--- config.mk ---
export PLATFORM = sky130hd
export DESIGN_NAME = mmbd_queue
export DESIGN_NICKNAME = d
export VERILOG_FILES = /design/src/mmbd_pkg.sv /design/src/mmbd_queue.sv
export SDC_FILE = /design/constraint.sdc
export NUM_CORES = 1
export LEC_CHECK = 0
export ABC_AREA = 1
export BUFFER_PORTS_ARGS = -buffer_cell sky130_fd_sc_hd__buf_4
export CORE_ASPECT_RATIO = 0.6
export CORE_MARGIN = 4
export CORE_UTILIZATION = 33
export CTS_BUF_LIST = sky130_fd_sc_hd__clkbuf_4
export DETAILED_ROUTE_END_ITERATION = 10
export PLACE_DENSITY_LB_ADDON = 0.1
export SYNTH_ARGS = -nofsm -noshare
export SYNTH_HDL_FRONTEND = slang
export SYNTH_SLANG_ARGS = --single-unit
--- constraint.sdc ---
create_clock -name clock -period 25.9 [get_ports clock]
set_input_delay 5.18 -clock clock [delete_from_list [all_inputs] [get_ports clock]]
set_output_delay 5.18 -clock clock [all_outputs]
set_load 0.05 [all_outputs]
--- src/mmbd_pkg.sv ---
// Package for the memory map bus decoder: channel structs, target and command codes,
// decoded-entry type and fixed address constants.
// No dependencies.
package mmbd_pkg;

   localparam int RAM_WORDS_DEF = 524288;
   localparam int ROM_WORDS_DEF = 131072;
   localparam int QUEUE_DEPTH   = 2;
   // Word index carried between front and back; covers the largest RAM and ROM.
   localparam int IDX_W         = 20;

   localparam logic [1:0] CMD_READ  = 2'd0;
   localparam logic [1:0] CMD_WRITE = 2'd1;
   localparam logic [1:0] CMD_LOAD  = 2'd2;
   localparam logic [1:0] CMD_RSVD  = 2'd3;

   localparam logic [3:0] TGT_RAM       = 4'd0;
   localparam logic [3:0] TGT_ROM       = 4'd1;
   localparam logic [3:0] TGT_EXP       = 4'd2;
   localparam logic [3:0] TGT_IRQ_STAT  = 4'd3;
   localparam logic [3:0] TGT_IRQ_MASK  = 4'd4;
   localparam logic [3:0] TGT_DMA       = 4'd5;
   localparam logic [3:0] TGT_GPU       = 4'd6;
   localparam logic [3:0] TGT_SPU       = 4'd7;
   localparam logic [3:0] TGT_MEMCTRL   = 4'd8;
   localparam logic [3:0] TGT_CACHECTRL = 4'd9;
   localparam logic [3:0] TGT_DISCARD   = 4'd10;
   localparam logic [3:0] TGT_UNMAPPED  = 4'd11;

   localparam logic [31:0] ADDR_EXP_BASE    = 32'h1F00_0000;
   localparam logic [31:0] ADDR_IO_LO       = 32'h1F80_0100;
   localparam logic [31:0] ADDR_IO_HI       = 32'h1F88_0000;
   localparam logic [31:0] ADDR_ROM_SIZE    = 32'h1F80_1010;
   localparam logic [31:0] ADDR_COM_DELAY   = 32'h1F80_1020;
   localparam logic [31:0] ADDR_RAM_SIZE    = 32'h1F80_1060;
   localparam logic [31:0] ADDR_IRQ_STAT    = 32'h1F80_1070;
   localparam logic [31:0] ADDR_IRQ_MASK    = 32'h1F80_1074;
   localparam logic [31:0] ADDR_DMA_BASE    = 32'h1F80_1080;
   localparam logic [31:0] ADDR_GPU0        = 32'h1F80_1810;
   localparam logic [31:0] ADDR_GPU1        = 32'h1F80_1814;
   localparam logic [31:0] ADDR_SPU_BASE    = 32'h1F80_1C00;
   localparam logic [31:0] ADDR_ROM_BASE    = 32'hBFC0_0000;
   localparam logic [31:0] ADDR_CACHE_CTRL  = 32'hFFFE_0130;
   localparam logic [31:0] ADDR_ISO_LIMIT   = 32'h0000_1000;
   localparam logic [31:0] GPU1_READ_VALUE  = 32'h1000_0000;

   typedef enum logic [2:0] {
      OP_NONE,
      OP_RAM_RD,
      OP_RAM_WR,
      OP_ROM_RD,
      OP_ROM_WR,
      OP_REG_WR
   } op_type;

   typedef enum logic [1:0] {
      SEL_ROM_SIZE,
      SEL_RAM_SIZE,
      SEL_COM_DELAY,
      SEL_CACHE_CTRL
   } store_sel_type;

   typedef struct packed {
      logic [1:0]  cmd;
      logic [31:0] address;
      logic [31:0] write_data;
   } req_type;

   typedef struct packed {
      logic [3:0]  target;
      logic [31:0] read_data;
      logic [9:0]  device_offset;
      logic [2:0]  dma_channel;
      logic [3:0]  dma_register;
      logic [31:0] forward_data;
   } rsp_type;

   typedef struct packed {
      op_type            op;
      store_sel_type     sel;
      logic [IDX_W-1:0]  idx;
      logic [31:0]       wdata;
      rsp_type           rsp;
   } entry_type;

endpackage

--- src/mmbd_queue.sv ---
// Short FIFO of decoded entries between front and back end.
// Depends on mmbd_pkg.
module mmbd_queue import mmbd_pkg::*; #(
   parameter int DEPTH = QUEUE_DEPTH
) (
   input  logic      clock,
   input  logic      reset,
   input  logic      push_valid,
   output logic      push_ready,
   input  entry_type push_data,
   output logic      head_valid,
   output entry_type head_data,
   input  logic      pop
);

   localparam int PTR_W = (DEPTH > 1) ? $clog2(DEPTH) : 1;
   localparam int CNT_W = $clog2(DEPTH + 1);

   entry_type        entries_ff [DEPTH];
   logic [PTR_W-1:0] wr_ptr_ff;
   logic [PTR_W-1:0] wr_ptr_in;
   logic [PTR_W-1:0] rd_ptr_ff;
   logic [PTR_W-1:0] rd_ptr_in;
   logic [CNT_W-1:0] count_ff;
   logic [CNT_W-1:0] count_in;
   logic             push;
   logic             take;

   assign push_ready = count_ff != CNT_W'(DEPTH);
   assign head_valid = count_ff != '0;
   assign head_data  = entries_ff[rd_ptr_ff];
   assign push       = push_valid && push_ready;
   assign take       = pop && head_valid;

   always_comb begin
      wr_ptr_in = wr_ptr_ff;
      rd_ptr_in = rd_ptr_ff;
      count_in  = count_ff;
      if (push) begin
         wr_ptr_in = (wr_ptr_ff == PTR_W'(DEPTH - 1)) ? '0 : wr_ptr_ff + 1'b1;
      end
      if (take) begin
         rd_ptr_in = (rd_ptr_ff == PTR_W'(DEPTH - 1)) ? '0 : rd_ptr_ff + 1'b1;
      end
      if (push && !take) begin
         count_in = count_ff + 1'b1;
      end else if (take && !push) begin
         count_in = count_ff - 1'b1;
      end
   end

   always_ff @(posedge clock) begin
      if (reset) begin
         wr_ptr_ff <= '0;
         rd_ptr_ff <= '0;
         count_ff  <= '0;
      end else begin
         wr_ptr_ff <= wr_ptr_in;
         rd_ptr_ff <= rd_ptr_in;
         count_ff  <= count_in;
      end
   end

   always_ff @(posedge clock) begin
      if (push) begin
         entries_ff[wr_ptr_ff] <= push_data;
      end
   end

endmodule

Word level (Yosys, flattened, before mapping):

Memory sizes are Yosys's and may differ from the RTL's. A register that Yosys moved wholly into a read port is not among the register bits.
Cells that the tools add are included.

* register bits after elaboration: 4
* bits in writable memories: 284
* input bits: 146
* output and inout port bits: 144
* logic and storage cells: 25
* memories: 1

Memory list
* entries_ff: words 2, bits a word 142, read ports 1, clocked after Yosys merged registers in 1, wr ports 1, line mmbd_queue.sv:19 `entry_type entries_ff [DEPTH];`

* add/subtract/negate cells: 4
* eq/ne operators: 1
* multiplexer cells: 8
* reduce and logical (&&, ||, !) cells: 8

Operators with widths (number)
* 1-bit 2-to-1 mux: 6
* 1-bit logical AND: 4
* 2-bit 2-to-1 mux: 2
* 2-bit nonzero test: 2
* 1-bit adder (second input constant): 2
* 2-bit by 1-bit adder with 2-bit output (second input constant): 1
* 1-bit logical NOT: 2
* 2-bit != test (second input constant): 1
* 2-bit by 1-bit subtractor with 2-bit output (second input constant): 1

Longest topological paths before layout:

* depth in word-level cells: 6
* gate-level depth with buffers: 11
* gate-level depth less buffers: 11

Least setup slack after synthesis:

OpenSTA, ideal clock, no wires.

* path kind: input-to-reg
* start point: input push_valid
* end point: memory entries_ff[0][0] in the netlist's numbering (enable)
* library setup time: 0.646 ns
* data arrival time: 11.195 ns
* data required time: 25.254 ns
* setup slack: 14.059 ns
* stages: 2
* buffers on the path: 0
* path through: nand2_1 > nor2_1

* cells in the longest elaborated chain, start to end: 3

RTL lines
* start: declaration: line mmbd_queue.sv:8 `input logic push_valid,`
* 1-bit logical AND: line mmbd_queue.sv:32 `assign push = push_valid && push_ready;`
* 1-bit 2-to-1 mux: line mmbd_queue.sv:65 `if (push) begin`
* 1-bit 2-to-1 mux (not written as such): line mmbd_queue.sv:66 `entries_ff[wr_ptr_ff] <= push_data;`
* end: declaration: line mmbd_queue.sv:19

Every way passes these cells.

==> results.cfg <==
[global_routing]
grt_pass1_vias = 6158
grt_usage_pct = 12.94
overflow = 0
grt_pass1_wl_um = 35570
antenna_found_initial = 0
grt_max_degree = 75

[pwr]
power.net_switching_uw = 554.8
p_clk_share_pct = 25.5
power_density_nw_per_um2 = 108.1
power_frac_comb_pct = 34.9
p_sw_share_pct = 35.66
internal_power_mw = 1.001
p_leak_nw = 5.564
p_seq_share_pct = 39.6
peakVddDrop_mv = 0.05365

[critical_path]
max_stage_delay_ns = 0.85
reg2reg_setup_slack_ns = 22.55
crit_path_end = head_data[122]
worstPathCellList = buf_4, buf_4, mux2_2, buf_4
crit_required_ns = 20.72
r2r-end = entries_ff[1][8]
cp_num_cells = 4
arrival_ns = 3.78
timing.rr.start = count_ff[0]
critPathSlowestCell = dfxtp_4
worst-setup-path-type = register to primary output
cp-start-kind = register
r2r_cells = 6
end_kind = primary output
path_buf_inv = 3
crit_fanout = 52
cp_top_family = buffers and inverters
critPathMostFrequentCell = buf_4

[synth]
synth_edf_count = 284
synth_seq_area_share_pct = 79.82
yosys_warnings = 0
yosysTopAreaCellShare_pct = 78.90
yosys.area.top_type = edfxtp_1
syn_inst = 479
synth_nets = 626
avgSynthCellArea_sq_um = 22.57
synth_most_common_cell = edfxtp_1
synth_common_cells = edfxtp_1 (284), mux2_4 (80), mux2_2 (62), buf_6 (10), nand2_1 (9)
synthArstFlopShare_pct = 0
ys_types = 14
syn-cell-area_sq_um = 10810
synth_ff_type = edfxtp_1
synth-seq-cells = 289
yosys-top-cells-area = edfxtp_1 (79%), mux2_4 (11%), mux2_2 (6.5%)

[sta]
worst_slew_pin_slew_ns = 1.077
max_freq_ghz = 0.1116
fin_skew_ns = 0.03716
setup_viol = 0
rsz0062_at_grt = no
finalCriticalPeriod_ns = 8.961
finalCritPeriodShare_pct = 34.60
relSlewSlack_pct = 28.20
slew_viol_final = 0
setup_tns_ns = 0
finalHoldViolCount = 0

[finish]
drive_above_1_share_pct = 62.24
fin_nets = 978
area_delta_synth_final_pct = 33.15
regArea_sq_um = 8632
nFillCells = 2866
final_cells = 1306
n_antenna_cell = 0
multi_input_area_sq_um = 2023

[placed_design]
gp_congestion = 0.7332
place_hpwl_um = 15640
dp.cells = 1182
port_buffers = 289

[detailed_routing]
drtAntennaViolNets = 0
drt-vias-per-instance = 4.339
dr_wl_met3_um = 1785
drt_iter0_drc = 244
wire_per_inst_um = 17.97
drt-total-wl_um = 23460
drc = 0
num_vias = 5667
dr.pass1.iters = 4
top_layer_used = met4
drt-met1-wl_um = 10270
wl_met2_um = 10990

[floorplan]
die_x_um = 241.7
rows = 51
io_pins = 290
core_sq_um = 32350
die_area_sq_um = 35810
die_h_um = 148.2
start_util_pct = 33.41

[clocking]
clockRootBuffer = clkbuf_4
cts_resized = 0
clock_latency_ns = 0.70
path_clk_slew_ns = 0.07
ctsLongestPathBuffers = 3
cts_inserted_buffers = 71
htree_levels = 3
cts_tree = yes
cts.sinks = 289
cts_setup_buffers = 0
cts-hold-fix-buffers = 0

[status]
status = finished clean

[worst_hold_path]
hold_path_class = register to register

[run]
max-cap-violations = 0
[layout make-up]
class,count,area share (%)
clock buffer,103,5.372
clock inverter,21,1.313
inverter,8,0.2086
multi-input combinational,166,14.06
sequential,289,59.98
tap,424,3.686
timing repair buffer,295,15.39
[through the flow]
| stage | worst slack [ns] | utilization, % | cell area (sq um) | power, mW | hold WS [ns] |
|---|---|---|---|---|---|
| global placement | 17.67 | 41.51 | 13430 | 1.170 | 0.4823 |
| floorplan | 14.06 | - | 10810 | 1.035 | 0.4645 |
| detailed placement | 17.57 | 41.51 | 13430 | 1.179 | 0.5004 |
| global route | 16.62 | 44.49 | 14390 | 1.631 | 0.5618 |
| finish | 16.94 | 44.49 | 14390 | 1.556 | 0.5199 |
| CTS | 16.74 | 44.49 | 14390 | 1.585 | 0.5307 |
[flip-flops by register name, summed over array words and instances (netlist names), named ones only]
name        cells
count_ff        2
entries_ff    284
rd_ptr_ff       1
wr_ptr_ff       1
[layer usage]
layer | vias up | global-route usage, %
li1 | 2642 | -
met3 | 41 | 5.532
met4 | 0 | 4.581
met5 | - | 0
met2 | 216 | 19.80
met1 | 2768 | 16.66
[worst min-delay path, stage by stage (launching register included)]
cell	delay [ns]
dfxtp_1	0.34
a21oi_1	0.06
nor2_1	0.09
[worst min path at each step]
stage	from	end	slack, ns	cells after the start
global placement	rd_ptr_ff	rd_ptr_ff	0.48	2
finish	rd_ptr_ff	rd_ptr_ff	0.52	2
detailed placement	rd_ptr_ff	register	0.50	2
global route	wr_ptr_ff	wr_ptr_ff	0.56	2
floorplan	rd_ptr_ff	register	0.46	2
CTS	rd_ptr_ff	rd_ptr_ff	0.53	2
[power groups by stage]
stage	Sequential, mW	Combinational, mW	Clock (mW)
after floorplan	0.627	0.407	0
after global placement	0.627	0.543	0
after detailed placement	0.628	0.550	0
after CTS	0.618	0.552	0.416
after global routing	0.623	0.568	0.440
final	0.616	0.543	0.397
[logic make-up (layout without fill, tap and decap cells)]
logic type	Yosys count	in the layout	synth area share [%]
flip-flops	289	289	79.82
multiplexers	142	142	17.57
buffers and inverters	24	427	1.597
AND/OR/NAND/NOR	19	19	0.7062
AO/OA/AOI/OAI	4	4	0.1852
adder cells (fa/ha/maj)	1	1	0.1157
[cells in the final DEF, fill, tap and decap left out, drive strengths merged]
| cell type | netlist | layout |
|---|---|---|
| o21ai | 2 | 2 |
| buf | 16 | 295 |
| mux2 | 142 | 142 |
| nand3 | 2 | 2 |
| clkbuf | 0 | 103 |
| nor2 | 7 | 7 |
| ha | 1 | 1 |
| dfxtp | 5 | 5 |
| nand4 | 1 | 1 |
| edfxtp | 284 | 284 |
| nand2 | 9 | 9 |
| clkinv | 0 | 16 |
| a21oi | 2 | 2 |
| clkinvlp | 0 | 1 |
| inv | 8 | 8 |
| bufinv | 0 | 4 |
(Power assumes the default switching activity.)
