### config.mk
export PLATFORM = sky130hd
export DESIGN_NAME = mmbd_front
export DESIGN_NICKNAME = d
export VERILOG_FILES = /design/src/mmbd_pkg.sv /design/src/mmbd_front.sv
export SDC_FILE = /design/constraint.sdc
export NUM_CORES = 1
export LEC_CHECK = 0
export ABC_AREA = 1
export BUFFER_PORTS_ARGS = -buffer_cell sky130_fd_sc_hd__buf_2
export CAP_MARGIN = 25
export CORE_MARGIN = 3
export CORE_UTILIZATION = 40
export DETAILED_ROUTE_END_ITERATION = 16
export GPL_ROUTABILITY_DRIVEN = 0
export PLACE_DENSITY = 0.85
export SYNTH_ARGS = -nofsm -noshare
export SYNTH_HDL_FRONTEND = slang
export SYNTH_SLANG_ARGS = --single-unit
### constraint.sdc
create_clock -name clock -period 5.57 [get_ports clock]
set_input_delay 0.8355 -clock clock [delete_from_list [all_inputs] [get_ports clock]]
set_output_delay 0.8355 -clock clock [all_outputs]
set_load 0.01 [all_outputs]
### src/mmbd_pkg.sv
// Package for the memory map bus decoder: channel structs, target and command codes,
// decoded-entry type and fixed address constants.
// No dependencies.
package mmbd_pkg;

   localparam int RAM_WORDS_DEF = 524288;
   localparam int ROM_WORDS_DEF = 131072;
   localparam int QUEUE_DEPTH   = 2;
   // Word index carried between front and back; covers the largest RAM and ROM.
   localparam int IDX_W         = 20;

   localparam logic [1:0] CMD_READ  = 2'd0;
   localparam logic [1:0] CMD_WRITE = 2'd1;
   localparam logic [1:0] CMD_LOAD  = 2'd2;
   localparam logic [1:0] CMD_RSVD  = 2'd3;

   localparam logic [3:0] TGT_RAM       = 4'd0;
   localparam logic [3:0] TGT_ROM       = 4'd1;
   localparam logic [3:0] TGT_EXP       = 4'd2;
   localparam logic [3:0] TGT_IRQ_STAT  = 4'd3;
   localparam logic [3:0] TGT_IRQ_MASK  = 4'd4;
   localparam logic [3:0] TGT_DMA       = 4'd5;
   localparam logic [3:0] TGT_GPU       = 4'd6;
   localparam logic [3:0] TGT_SPU       = 4'd7;
   localparam logic [3:0] TGT_MEMCTRL   = 4'd8;
   localparam logic [3:0] TGT_CACHECTRL = 4'd9;
   localparam logic [3:0] TGT_DISCARD   = 4'd10;
   localparam logic [3:0] TGT_UNMAPPED  = 4'd11;

   localparam logic [31:0] ADDR_EXP_BASE    = 32'h1F00_0000;
   localparam logic [31:0] ADDR_IO_LO       = 32'h1F80_0100;
   localparam logic [31:0] ADDR_IO_HI       = 32'h1F88_0000;
   localparam logic [31:0] ADDR_ROM_SIZE    = 32'h1F80_1010;
   localparam logic [31:0] ADDR_COM_DELAY   = 32'h1F80_1020;
   localparam logic [31:0] ADDR_RAM_SIZE    = 32'h1F80_1060;
   localparam logic [31:0] ADDR_IRQ_STAT    = 32'h1F80_1070;
   localparam logic [31:0] ADDR_IRQ_MASK    = 32'h1F80_1074;
   localparam logic [31:0] ADDR_DMA_BASE    = 32'h1F80_1080;
   localparam logic [31:0] ADDR_GPU0        = 32'h1F80_1810;
   localparam logic [31:0] ADDR_GPU1        = 32'h1F80_1814;
   localparam logic [31:0] ADDR_SPU_BASE    = 32'h1F80_1C00;
   localparam logic [31:0] ADDR_ROM_BASE    = 32'hBFC0_0000;
   localparam logic [31:0] ADDR_CACHE_CTRL  = 32'hFFFE_0130;
   localparam logic [31:0] ADDR_ISO_LIMIT   = 32'h0000_1000;
   localparam logic [31:0] GPU1_READ_VALUE  = 32'h1000_0000;

   typedef enum logic [2:0] {
      OP_NONE,
      OP_RAM_RD,
      OP_RAM_WR,
      OP_ROM_RD,
      OP_ROM_WR,
      OP_REG_WR
   } op_type;

   typedef enum logic [1:0] {
      SEL_ROM_SIZE,
      SEL_RAM_SIZE,
      SEL_COM_DELAY,
      SEL_CACHE_CTRL
   } store_sel_type;

   typedef struct packed {
      logic [1:0]  cmd;
      logic [31:0] address;
      logic [31:0] write_data;
   } req_type;

   typedef struct packed {
      logic [3:0]  target;
      logic [31:0] read_data;
      logic [9:0]  device_offset;
      logic [2:0]  dma_channel;
      logic [3:0]  dma_register;
      logic [31:0] forward_data;
   } rsp_type;

   typedef struct packed {
      op_type            op;
      store_sel_type     sel;
      logic [IDX_W-1:0]  idx;
      logic [31:0]       wdata;
      rsp_type           rsp;
   } entry_type;

endpackage

### src/mmbd_front.sv
// Front end: takes bus accesses, decodes the address map and builds queue entries.
// Holds the cache isolation register. Depends on mmbd_pkg.
module mmbd_front import mmbd_pkg::*; #(
   parameter int RAM_WORDS = RAM_WORDS_DEF,
   parameter int ROM_WORDS = ROM_WORDS_DEF
) (
   input  logic      clock,
   input  logic      reset,
   input  logic      csr_valid,
   output logic      csr_ready,
   input  logic      csr_data,
   input  logic      req_valid,
   output logic      req_ready,
   input  req_type   req_data,
   output logic      push_valid,
   input  logic      push_ready,
   output entry_type push_data
);

   localparam logic [31:0] RAM_BYTES = 32'(RAM_WORDS * 4);
   localparam logic [31:0] ROM_BYTES = 32'(ROM_WORDS * 4);
   localparam logic [31:0] ROM_LIMIT = 32'(ROM_WORDS);

   logic        isolated_ff;
   logic        isolated_in;
   logic [31:0] a;
   logic        in_kuseg;
   logic        in_kseg0;
   logic        in_kseg1;
   logic        in_exp;
   logic        in_dma;
   logic        in_spu;
   logic        in_rom;
   logic        in_io;
   entry_type   e;

   assign csr_ready   = 1'b1;
   assign isolated_in = (csr_valid) ? csr_data : isolated_ff;

   always_ff @(posedge clock) begin
      if (reset) begin
         isolated_ff <= 1'b0;
      end else begin
         isolated_ff <= isolated_in;
      end
   end

   assign a        = req_data.address;
   assign in_kuseg = a < RAM_BYTES;
   assign in_kseg0 = (a[31:29] == 3'b100) && ({3'b000, a[28:0]} < RAM_BYTES);
   assign in_kseg1 = (a[31:29] == 3'b101) && ({3'b000, a[28:0]} < RAM_BYTES);
   assign in_exp   = a[31:8] == ADDR_EXP_BASE[31:8];
   assign in_dma   = a[31:7] == ADDR_DMA_BASE[31:7];
   assign in_spu   = a[31:10] == ADDR_SPU_BASE[31:10];
   assign in_rom   = (a >= ADDR_ROM_BASE) && ((a - ADDR_ROM_BASE) < ROM_BYTES);
   assign in_io    = (a >= ADDR_IO_LO) && (a < ADDR_IO_HI);

   always_comb begin
      e                   = '0;
      e.op                = OP_NONE;
      e.sel               = SEL_ROM_SIZE;
      e.idx               = a[IDX_W+1:2];
      e.wdata             = req_data.write_data;
      e.rsp.target        = TGT_UNMAPPED;
      e.rsp.read_data     = '1;
      unique case (req_data.cmd)
         CMD_READ: begin
            priority if (in_kuseg || in_kseg0 || in_kseg1) begin
               e.op              = OP_RAM_RD;
               e.rsp.target      = TGT_RAM;
               e.rsp.read_data   = '0;
            end else if (in_exp) begin
               e.rsp.target      = TGT_EXP;
            end else if (a == ADDR_IRQ_STAT) begin
               e.rsp.target      = TGT_IRQ_STAT;
               e.rsp.read_data   = '0;
            end else if (a == ADDR_IRQ_MASK) begin
               e.rsp.target      = TGT_IRQ_MASK;
               e.rsp.read_data   = '0;
            end else if (in_dma) begin
               e.rsp.target       = TGT_DMA;
               e.rsp.read_data    = '0;
               e.rsp.dma_channel  = a[6:4];
               e.rsp.dma_register = a[3:0];
            end else if (a == ADDR_GPU0) begin
               e.rsp.target      = TGT_GPU;
               e.rsp.read_data   = '0;
            end else if (a == ADDR_GPU1) begin
               e.rsp.target      = TGT_GPU;
               e.rsp.read_data   = GPU1_READ_VALUE;
            end else if (in_spu) begin
               e.rsp.target        = TGT_SPU;
               e.rsp.read_data     = '0;
               e.rsp.device_offset = a[9:0];
            end else if (in_rom) begin
               e.op              = OP_ROM_RD;
               e.rsp.target      = TGT_ROM;
               e.rsp.read_data   = '0;
            end else begin
               e.rsp.target      = TGT_UNMAPPED;
            end
         end
         CMD_WRITE: begin
            priority if (in_kuseg) begin
               e.rsp.read_data = '0;
               if (isolated_ff && (a < ADDR_ISO_LIMIT)) begin
                  e.rsp.target = TGT_DISCARD;
               end else begin
                  e.op         = OP_RAM_WR;
                  e.rsp.target = TGT_RAM;
               end
            end else if (in_exp) begin
               e.rsp.target = TGT_EXP;
            end else if (in_io) begin
               priority if (a == ADDR_ROM_SIZE) begin
                  e.op              = OP_REG_WR;
                  e.sel             = SEL_ROM_SIZE;
                  e.rsp.target      = TGT_MEMCTRL;
                  e.rsp.read_data   = '0;
               end else if (a == ADDR_RAM_SIZE) begin
                  e.op              = OP_REG_WR;
                  e.sel             = SEL_RAM_SIZE;
                  e.rsp.target      = TGT_MEMCTRL;
                  e.rsp.read_data   = '0;
               end else if (a == ADDR_COM_DELAY) begin
                  e.op              = OP_REG_WR;
                  e.sel             = SEL_COM_DELAY;
                  e.rsp.target      = TGT_MEMCTRL;
                  e.rsp.read_data   = '0;
               end else if (in_spu) begin
                  e.rsp.target        = TGT_SPU;
                  e.rsp.read_data     = '0;
                  e.rsp.device_offset = a[9:0];
                  e.rsp.forward_data  = req_data.write_data;
               end else begin
                  e.rsp.target = TGT_UNMAPPED;
               end
            end else if (in_kseg0 || in_kseg1) begin
               e.op            = OP_RAM_WR;
               e.rsp.target    = TGT_RAM;
               e.rsp.read_data = '0;
            end else if (a == ADDR_CACHE_CTRL) begin
               e.op            = OP_REG_WR;
               e.sel           = SEL_CACHE_CTRL;
               e.rsp.target    = TGT_CACHECTRL;
               e.rsp.read_data = '0;
            end else begin
               e.rsp.target = TGT_UNMAPPED;
            end
         end
         CMD_LOAD: begin
            if (a < ROM_LIMIT) begin
               e.op            = OP_ROM_WR;
               e.idx           = a[IDX_W-1:0];
               e.rsp.target    = TGT_ROM;
               e.rsp.read_data = '0;
            end
         end
         CMD_RSVD: begin
            e.rsp.target = TGT_UNMAPPED;
         end
         default: begin
            e.rsp.target = TGT_UNMAPPED;
         end
      endcase
   end

   assign push_valid = req_valid;
   assign req_ready  = push_ready;
   assign push_data  = e;

endmodule

# After elaboration in Yosys (flattened, before gate mapping)
# Cells that the tools add are included.
[totals]
wordCells = 117
reg_bits = 1
output_inout_bits = 145
inputBits = 72
[op_classes]
mux = 82
addsub = 1
n_eq_ne = 16
order_cmp = 8
n_reduce_logical = 9
[ops]
columns = ["cell", "n"]
rows = [
  ["$mux 36", 14],
  ["$mux 42", 9],
  ["$mux 32", 10],
  ["$eq 32x29->1 const B", 7],
  ["$pmux 32 s3", 1],
  ["$mux 10", 9],
  ["$mux 17", 3],
  ["$mux 49", 1],
  ["$mux 20", 2],
  ["$eq 32x32->1 const B", 1],
  ["$ge 32x29->1 const B", 1],
  ["$ge 32x32->1 const B", 1],
  ["$lt 32x13->1 const B", 1],
  ["$lt 32x18->1 const B", 1],
  ["$lt 32x20->1 const B", 1],
  ["$lt 32x22->1 const B", 1],
  ["$lt 32x29->1 const B", 1],
  ["$sub 32x32->32 const B", 1],
  ["$mux 5", 6],
  ["$lt 29x22->1 const B", 1],
  ["$mux 2", 14],
  ["$eq 25x22->1 const B", 1],
  ["$eq 24x21->1 const B", 1],
  ["$eq 22x19->1 const B", 1],
  ["other kinds (12)", 27],
]

# Longest topological paths before layout
# Gate-level depths: netlist of the first run.
[depth]
word_depth = 16
ltp_mapped = 12
ltp_nobuf = 12

# Least setup slack after synthesis of the first run
# No wires, ideal clock.
[synth_path]
path_type = "input to output"
from = "input port req_data[41] in the netlist's numbering"
to = "output port push_data[50] in the netlist's numbering"
setup_slack_ps = 2111
stages = 11
required_time_ps = 4734
arrival_ps = 2624
path_cell_list = "nor2_1 -> nand2_1 -> nor2_2 -> nand2_1 -> nor2_1 -> nor2_1 -> nand4_1 -> nand2_1 -> a21oi_1 -> nand2_1 -> buf_4"
[synth_lines]
columns = ["element", "line", "rtl"]
rows = [
  ["start: declaration", "mmbd_front.sv:14", "input req_type req_data,"],
  ["end: declaration", "mmbd_front.sv:17", "output entry_type push_data"],
]

==> flow_metrics.py, run 1 <==
metrics = {
    "run": {
        "maxCapViolations": 0,
    },
    "power": {
        "netSwitchingFraction_pct": 59.1,
        "power_density_mw_per_mm2": 53.7,
        "max-vdd-ir-drop_mv": 0.0367,
        "comb_power_share_pct": 95.1,
        "p_int_uw": 66.2,
        "p_leak_uw": 0.00204,
        "p_sw_uw": 95.5,
        "power_frac_clock_pct": 0,
        "pwr-share-seq_pct": 4.9,
    },
    "synthesis": {
        "synth_area_leaders": "buf_4 20%, nor2_1 19%, inv_1 15%",
        "synth-seq-cells": 1,
        "async_flop_share_pct": 0,
        "syn_inst": 489,
        "syn_area_mm2": 0.00241,
        "yosysSeqAreaShare_pct": 0.830,
        "ys_warn_count": 0,
        "synth-edff-count": 0,
        "synth.avg_cell_area_um2": 4.93,
        "synth.distinct_cells": 32,
        "post-synth-top-area-cell": "buf_4",
        "syn_nets": 561,
        "yosysMostFrequentCell": "nor2_1",
        "synth.top_cells.by_count": "119 x nor2_1, 95 x inv_1, 75 x nand2_1",
        "yosysTopAreaCellShare_pct": 20.2,
        "yosys_most_used_dff": "dfxtp_1",
    },
    "timing": {
        "hold_slack_ns": 0.498,
        "fin_setup_tns_ns": 0,
        "tightest_slew_ns": 0.627,
        "report.final.slew_viol_count": 0,
        "relSlewSlack_pct": 58.1,
        "fin_worst_skew_ns": 0,
        "final.setup.worst_slack_ns": 1.83,
        "max_freq_ghz": 0.268,
        "hold_violations": 0,
        "setup_viol": 0,
        "period_share_pct": 67.1,
        "rsz0062_at_grt": "false",
        "period_needed_ns": 3.74,
    },
    "route": {
        "firstDrtPassIters": 6,
        "vias_per_cell": 4.80,
        "ant_nets": 0,
        "wire_per_inst_um": 12.3,
        "num_vias": 3353,
        "drc_errors": 0,
        "drt_iter0_drc": 334,
        "wl_mm": 8.62,
    },
    "cells_and_area": {
        "ff_latch_area_um2": 20.0,
        "utilization_pct": 53.1,
        "largest_register_ffs": 1,
        "multi_input_area_mm2": 0.00147,
        "reg_top3": "isolated_ff (1)",
        "largest_register": "isolated_ff",
        "n_fill_cell": 580,
        "synthToLayoutAreaGrowth_pct": 24.9,
        "drive_gt1_share_pct": 37.9,
        "design_area_mm2": 0.00301,
        "nNetsFinal": 700,
    },
    "placement": {
        "place_hpwl_mm": 7.47,
        "dp_slack_ns": 1.84,
        "dpl_cell_area_mm2": 0.00301,
        "port_buffers": 211,
    },
    "global_routing": {
        "grt_max_degree": 35,
        "antenna_found_initial": 1,
        "grt_overflow": 0,
        "grtUsageTotal_pct": 21.9,
        "grt_pass1_wl_mm": 13.4,
        "grt_pass1_vias": 2990,
    },
    "floorplanning": {
        "design.die.area_mm2": 0.00700,
        "num_io_pins": 217,
        "start_util_pct": 42.5,
        "coreArea_mm2": 0.00568,
        "die-height_um": 83.7,
        "rows": 27,
        "fp.dieW_um": 83.7,
    },
    "clock_network": {
        "clk_latency_ns": 0,
        "cts.clk_slew.worst_paths_ns": 0,
        "post_cts_resized": 0,
        "cts_hold_buffers": 0,
        "cts_setup_buffers": 0,
    },
    "setup_path": {
        "setup.worst_path.end_class": "output port",
        "crit_path_max_incr_delay_ns": 0.40,
        "crit_chain": "buf_2 > nor2_1 > nand2_1 > nor2_2 > nand2_1 > nor2_1 > nor2_1 > nand4_1 > nand2_1 > a21oi_1 > nand2_1 > buf_2",
        "crit_slowest_cell": "nand2_1",
        "critPathMaxFanout": 31,
        "worstSetupPathType": "primary input to output port",
        "crit_arrival_ns": 2.90,
        "crit_top_cell": "nand2_1",
        "cp-start-kind": "primary input",
        "crit_required_ns": 4.73,
    },
    "min_path": {
        "hold_class": "flop to flop",
    },
    "outcome": {
        "status": "complete, no violations",
    },
}
kinds of logic (layout without fill, tap and decap cells):
kind of cell	after synthesis	after routing	synth area share (%)
multiplexers	2	2	0.830
other	1	2	0.155
AND/OR/NAND/NOR	286	286	54.3
buffers and inverters	172	309	38.1
AO/OA/AOI/OAI	27	27	5.86
flip-flops	1	1	0.830
cell type report:
type | count | area share [%]
Antenna cell | 1 | 0.0831
Inverter | 98 | 12.3
Timing Repair Buffer | 211 | 35.0
Tap cell | 72 | 2.99
Sequential cell | 1 | 0.664
Multi-Input combinational cell | 316 | 48.9
final timing paths:
kind	start	endpoint	slack (ns)	depth (start not counted)
worst max-delay path	req_data[41]	push_data[53]	1.83	12
worst min-delay path	isolated_ff	isolated_ff	0.50	2
worst max register to register	isolated_ff	isolated_ff	4.99	2
worst min register to register	isolated_ff	isolated_ff	0.50	2
per-layer routing:
| layer | GRT usage [%] | vias up | share of wire (%) |
|---|---|---|---|
| met1 | 25.6 | 1394 | 37 |
| met4 | 6.43 | 0 | 3.3 |
| met2 | 41.4 | 236 | 48 |
| met3 | 2.37 | 30 | 11 |
| li1 | - | 1693 | - |
| met5 | 0 | - | 0 |
per-stage QoR:
| stage | instances | power [uW] |
|---|---|---|
| floorplan | 489 | 117 |
| global placement | 698 | 158 |
| detailed placement | 698 | 161 |
| CTS | 698 | 162 |
| global route | 699 | 179 |
| finish | 699 | 162 |
power groups by stage:
stage	Combinational, uW	Sequential, uW	Clock (uW)
after floorplan	109	7.90	0
after global placement	150	8.01	0
after detailed placement	153	8.00	0
after CTS	154	8.00	0
after global routing	171	8.06	0.0000240
final	154	7.99	0.0000240
layout by cell type (no fill, tap or decap), drive strengths merged, types with 2 or more instances in the layout:
master,count
a21oi,20
and2,2
and3,3
buf,211
clkinv,2
inv,96
mux2i,2
nand2,79
nand3,36
nand3b,5
nand4,10
nor2,134
nor3,13
nor4,4
o21ai,4
critical path, delay by kind of cell:
kind	cells	cell delay [ns]
AO/OA/AOI/OAI	1	0.17
AND/OR/NAND/NOR	9	1.47
buffers and inverters	2	0.41
No activity file was read; power rests on OpenSTA's default activity.
==> run 2: changes to the inputs <==
- CORE_UTILIZATION: 40 -> 35
- PLACE_DENSITY: 0.85 -> 0.79
- clock period: 5.57 -> 3.1 ns (I/O delays scaled with it)
==> flow_metrics.py, run 2 (synthesized netlist as in run 1, its figures left out) <==
metrics = {
    "outcome": {
        "status": "complete, no violations",
    },
    "setup_path": {
        "reg2reg_to": "isolated_ff",
        "crit_slowest_cell": "nor2_1",
        "critPathMaxFanout": 31,
        "crit_path_max_incr_delay_ns": 0.28,
        "crit_chain": "buf_2 > nand2_1 > nor2_1 > nand2_1 > nor2_1 > o21ai_0 > nor2_1 > nand3_1 > nand4_1 > nand2_1 > buf_4 > buf_2",
        "r2r_slack_ns": 2.50,
        "reg2reg_depth": 2,
        "setup.worst_path.end_class": "output port",
        "crit_arrival_ns": 2.33,
        "crit_required_ns": 2.63,
        "worstSetupPathType": "primary input to output port",
        "cp-start-kind": "primary input",
        "r2r-start": "isolated_ff",
    },
    "global_routing": {
        "grt_pass1_wl_mm": 12.7,
        "grt_overflow": 0,
        "grt_max_degree": 34,
        "grt_pass1_vias": 2724,
        "grtUsageTotal_pct": 19.7,
        "antenna_found_initial": 0,
    },
    "timing": {
        "period_needed_ns": 2.80,
        "hold_violations": 0,
        "fin_worst_skew_ns": 0,
        "setup_viol": 0,
        "max_freq_ghz": 0.358,
        "report.final.slew_viol_count": 0,
        "rsz0062_at_grt": "false",
        "period_share_pct": 90.2,
        "fin_setup_tns_ns": 0,
    },
    "run": {
        "maxCapViolations": 0,
    },
    "route": {
        "drc_errors": 0,
        "firstDrtPassIters": 5,
        "num_vias": 3277,
        "wl_mm": 9.08,
        "vias_per_cell": 4.64,
        "ant_nets": 0,
        "drt_iter0_drc": 210,
        "wire_per_inst_um": 12.9,
    },
    "clock_network": {
        "post_cts_resized": 0,
        "cts.clk_slew.worst_paths_ns": 0,
        "clk_latency_ns": 0,
        "cts_setup_buffers": 0,
        "cts_hold_buffers": 0,
    },
    "cells_and_area": {
        "reg_top3": "isolated_ff (1)",
        "synthToLayoutAreaGrowth_pct": 26.0,
        "largest_register_ffs": 1,
        "instances_no_fill": 706,
        "layout_common_cells": "211 x buf_2, 119 x nor2_1, 95 x inv_1",
        "design_area_mm2": 0.00304,
        "antenna_cells": 0,
        "drive_gt1_share_pct": 38.2,
        "largest_register": "isolated_ff",
        "mostFrequentLayoutCell": "buf_2",
        "nNetsFinal": 703,
    },
    "floorplanning": {
        "rows": 29,
        "coreArea_mm2": 0.00653,
        "num_io_pins": 217,
        "start_util_pct": 36.9,
        "design.die.area_mm2": 0.00792,
        "die-height_um": 89.0,
        "fp.dieW_um": 89.0,
    },
    "min_path": {
        "hold_class": "flop to flop",
        "min_to": "isolated_ff",
        "min_from": "isolated_ff",
        "worstHoldPathCells": 2,
    },
    "power": {
        "p_leak_uw": 0.00205,
        "max-vdd-ir-drop_mv": 0.0446,
        "power_density_mw_per_mm2": 96.5,
    },
    "placement": {
        "place_inst": 706,
        "place_hpwl_mm": 8.12,
        "port_buffers": 211,
        "dpl_cell_area_mm2": 0.00304,
    },
}
run 2: cell types whose count changed in the layout (fill, tap and decap cells not counted), sizes merged:
cell   before  now
buf       211  214
diode       1    0
run 2: how the worst max path moves through the flow:
stage	from	to	slack [ns]	cells after the start
after global placement	req_data[56]	push_data[62]	0.37	12
after CTS	req_data[56]	push_data[66]	0.36	12
after floorplan	req_data[41]	push_data[50]	0.38	11
after global routing	req_data[41]	push_data[76]	0.07	13
final	req_data[56]	push_data[54]	0.30	12
after detailed placement	req_data[56]	push_data[66]	0.36	12
run 2: worst max-delay path: cells and delay by family:
| kind | cells | cell delay (ns) |
|---|---|---|
| AND/OR/NAND/NOR | 8 | 1.25 |
| buffers and inverters | 3 | 0.51 |
| AO/OA/AOI/OAI | 1 | 0.10 |
run 2: final cells by class:
cell class / instances / area, um^2
Timing Repair Buffer: 214 / 1080
Sequential cell: 1 / 20.0
Fill cell: 717 / 3490
Inverter: 98 / 370
Tap cell: 77 / 96.3
Multi-Input combinational cell: 316 / 1470
run 2: layer usage:
metal | GRT usage (%) | wire length [um] | vias to the layer above | part of all wire (%)
met4 | 1.49 | 56 | 0 | 0.62
li1 | - | - | 1698 | -
met3 | 1.01 | 842 | 8 | 9.3
met1 | 23.4 | 3460 | 1371 | 38
met5 | 0 | 0 | - | 0
met2 | 39.9 | 4720 | 200 | 52
run 2: stage by stage:
stage | util, % | power, uW | worst slack [ns] | hold WS (ns)
6_report | 46.5 | 293 | 0.305 | 0.522
5_1_grt | 46.5 | 326 | 0.0725 | 0.598
4_1_cts | 46.5 | 294 | 0.357 | 0.535
3_5_place_dp | 46.5 | 293 | 0.361 | 0.534
3_3_place_gp | 46.5 | 289 | 0.373 | 0.547
2_1_floorplan | - | 211 | 0.382 | 0.461
run 2: where the power goes:
| group | switching, uW | internal (uW) |
|---|---|---|
| combinational | 173 | 106 |
| sequential | 0.564 | 13.9 |
| clock | 0 | 0 |
| total | 173 | 120 |
==> run 3: changes to the inputs <==
- ABC_AREA: 1 -> default
- CORE_AREA: default -> 3 3 84 86
- CORE_MARGIN: 3 -> default
- CORE_UTILIZATION: 35 -> default
- DIE_AREA: default -> 0 0 87 89
- PLACE_DENSITY: 0.79 -> 0.73
==> flow_metrics.py, run 3 <==
metrics = {
    "synthesis": {
        "ys_warn_count": 0,
        "syn_nets": 344,
        "synth-seq-cells": 1,
        "synth_area_leaders": "buf_4 28%, and2_1 11%, mux2_2 6.8%",
        "post-synth-top-area-cell": "buf_4",
        "syn_inst": 272,
        "async_flop_share_pct": 0,
        "yosysTopAreaCellShare_pct": 27.5,
        "synth.top_cells.by_count": "67 x buf_4, 33 x and2_1, 20 x nand2_1",
        "synth.avg_cell_area_um2": 6.72,
        "yosysSeqAreaShare_pct": 1.10,
        "yosysMostFrequentCell": "buf_4",
        "synth-edff-count": 0,
        "syn_area_mm2": 0.00183,
        "yosys_most_used_dff": "dfxtp_1",
        "synth.distinct_cells": 51,
    },
    "run": {
        "maxCapViolations": 0,
    },
    "route": {
        "firstDrtPassIters": 4,
        "wl_mm": 7.71,
        "num_vias": 2461,
        "vias_per_cell": 4.81,
        "drt_iter0_drc": 134,
        "ant_nets": 0,
        "drc_errors": 0,
        "wire_per_inst_um": 15.1,
    },
    "timing": {
        "setup_viol": 0,
        "hold_violations": 0,
        "rsz0062_at_grt": "true",
        "fin_worst_skew_ns": 0,
        "fin_setup_tns_ns": 0,
        "period_needed_ns": 3.10,
        "hold_slack_ns": 0.520,
        "max_freq_ghz": 0.323,
        "period_share_pct": 99.9,
        "tightest_slew_ns": 0.560,
        "report.final.slew_viol_count": 0,
        "relSlewSlack_pct": 62.3,
    },
    "global_routing": {
        "use_met3_pct": 2.21,
        "grt_pass1_wl_mm": 10.4,
        "grt_pass1_vias": 2097,
        "grtUsageMet2_pct": 28.3,
        "grt_max_degree": 34,
        "gr-max-usage-layer": "met2",
        "grt_overflow": 0,
        "grtUsageTotal_pct": 16.3,
        "antenna_found_initial": 0,
        "use_met1_pct": 22.5,
    },
    "setup_path": {
        "cp-start-kind": "primary input",
        "crit_arrival_ns": 2.63,
        "crit_chain": "buf_6 > or4_4 > or4_4 > or2_4 > o21bai_4 > o31a_1 > buf_6 > o31ai_2 > buf_2",
        "critPathMaxFanout": 8,
        "critical-path-top-delay-family": "simple AND/OR/NAND/NOR gates",
        "worst-path-buf-inv": 3,
        "worstSetupPathType": "primary input to output port",
        "crit_slowest_cell": "or4_4",
        "setup.worst_path.end_class": "output port",
        "crit_path_max_incr_delay_ns": 0.53,
        "r2r_slack_ns": 2.51,
        "crit_required_ns": 2.63,
    },
    "floorplanning": {
        "rows": 29,
        "num_io_pins": 217,
        "coreArea_mm2": 0.00635,
        "start_util_pct": 28.8,
        "fp.dieW_um": 87,
        "die-height_um": 89,
        "design.die.area_mm2": 0.00774,
    },
    "placement": {
        "port_buffers": 211,
        "place_inst": 504,
        "place_hpwl_mm": 6.32,
    },
    "cells_and_area": {
        "n_fill_cell": 664,
        "largest_register": "isolated_ff",
        "layout_common_cells": "209 x buf_2, 33 x and2_1, 22 x buf_4",
        "reg_top3": "isolated_ff (1)",
        "synthToLayoutAreaGrowth_pct": 54.3,
        "nNetsFinal": 509,
        "largest_register_ffs": 1,
        "drive_gt1_share_pct": 63.7,
        "instances_no_fill": 512,
        "mostFrequentLayoutCell": "buf_2",
        "antenna_cells": 0,
    },
    "power": {
        "max-vdd-ir-drop_mv": 0.0625,
        "power_density_mw_per_mm2": 95.6,
        "p_leak_uw": 0.00155,
    },
    "outcome": {
        "status": "complete, no violations",
    },
    "min_path": {
        "hold_class": "flop to flop",
    },
    "clock_network": {
        "cts.clk_slew.worst_paths_ns": 0,
        "clk_latency_ns": 0,
    },
}
## run 3: cell types whose count changed after synthesis, moves of 11 or more
cell	previous run	this run
a21oi_1	20	5
nand3_1	35	5
inv_1	95	7
nor2_2	13	0
mux2_2	0	11
nor2_1	119	18
nand2_1	75	20
and2_1	2	33
## run 3: final cells by class
class / instances / area (um^2) / share of cell area, %
timing repair buffer: 237 / 1310 / 46.3
tap: 77 / 96.3 / 3.42
multi-input combinational: 190 / 1370 / 48.7
sequential: 1 / 20.0 / 0.710
inverter: 7 / 26.3 / 0.932
## run 3: through the flow
| step | worst slack, ns | instance area (um^2) | util [%] | total power, uW |
|---|---|---|---|---|
| final | 0.00348 | 2820 | 44.4 | 270 |
| after global routing | -0.0754 | 2820 | 44.4 | 293 |
| after CTS | -0.00821 | 2700 | 42.5 | 263 |
| after detailed placement | -0.0689 | 2640 | 41.6 | 255 |
| after global placement | -0.0224 | 2640 | 41.6 | 251 |
| after floorplan | 0.0351 | 1840 | - | 180 |
## run 3: final timing paths
path,to,start,depth (start not counted)
worst max register to register,isolated_ff,isolated_ff,2
worst max-delay path,push_data[72],req_data[40],9
worst min-delay path,isolated_ff,isolated_ff,2
worst min register to register,isolated_ff,isolated_ff,2
## run 3: where the power goes
group	total, uW	switching, uW	internal (uW)
clock	0	0	0
combinational	255	140	115
sequential	14.5	0.583	13.9
total	270	141	129
## run 3: layer usage
layer	share of wire, %	wire (um)
met4	0.30	23
met2	50	3830
met3	9.0	694
met5	0	0
met1	41	3160
## run 3: cell families (layout without fill, tap and decap cells)
kind of cell | count (synthesis) | in the layout | share of synthesized area, %
multiplexers | 13 | 13 | 7.87
flip-flops | 1 | 1 | 1.10
AND/OR/NAND/NOR | 138 | 138 | 46.2
buffers and inverters | 84 | 244 | 31.1
AO/OA/AOI/OAI | 35 | 38 | 13.6
other | 1 | 1 | 0.205
## run 3: repair_timing
action                                  in CTS  in global routing
gates resized for setup                      4                 14
cloned                                       2                  1
endpoints found under the setup margin      31                 57
hold endpoints to repair                     0                  0
hold buffers                                 0                  0
pin swaps                                    1                  9
setup buffers                                1                  4
## run 3: worst reg2reg max path, stage by stage, from the launching register on
cell	delay, ns
dfxtp_1	0.30
mux2i_1	0.12
nor2_1	0.05
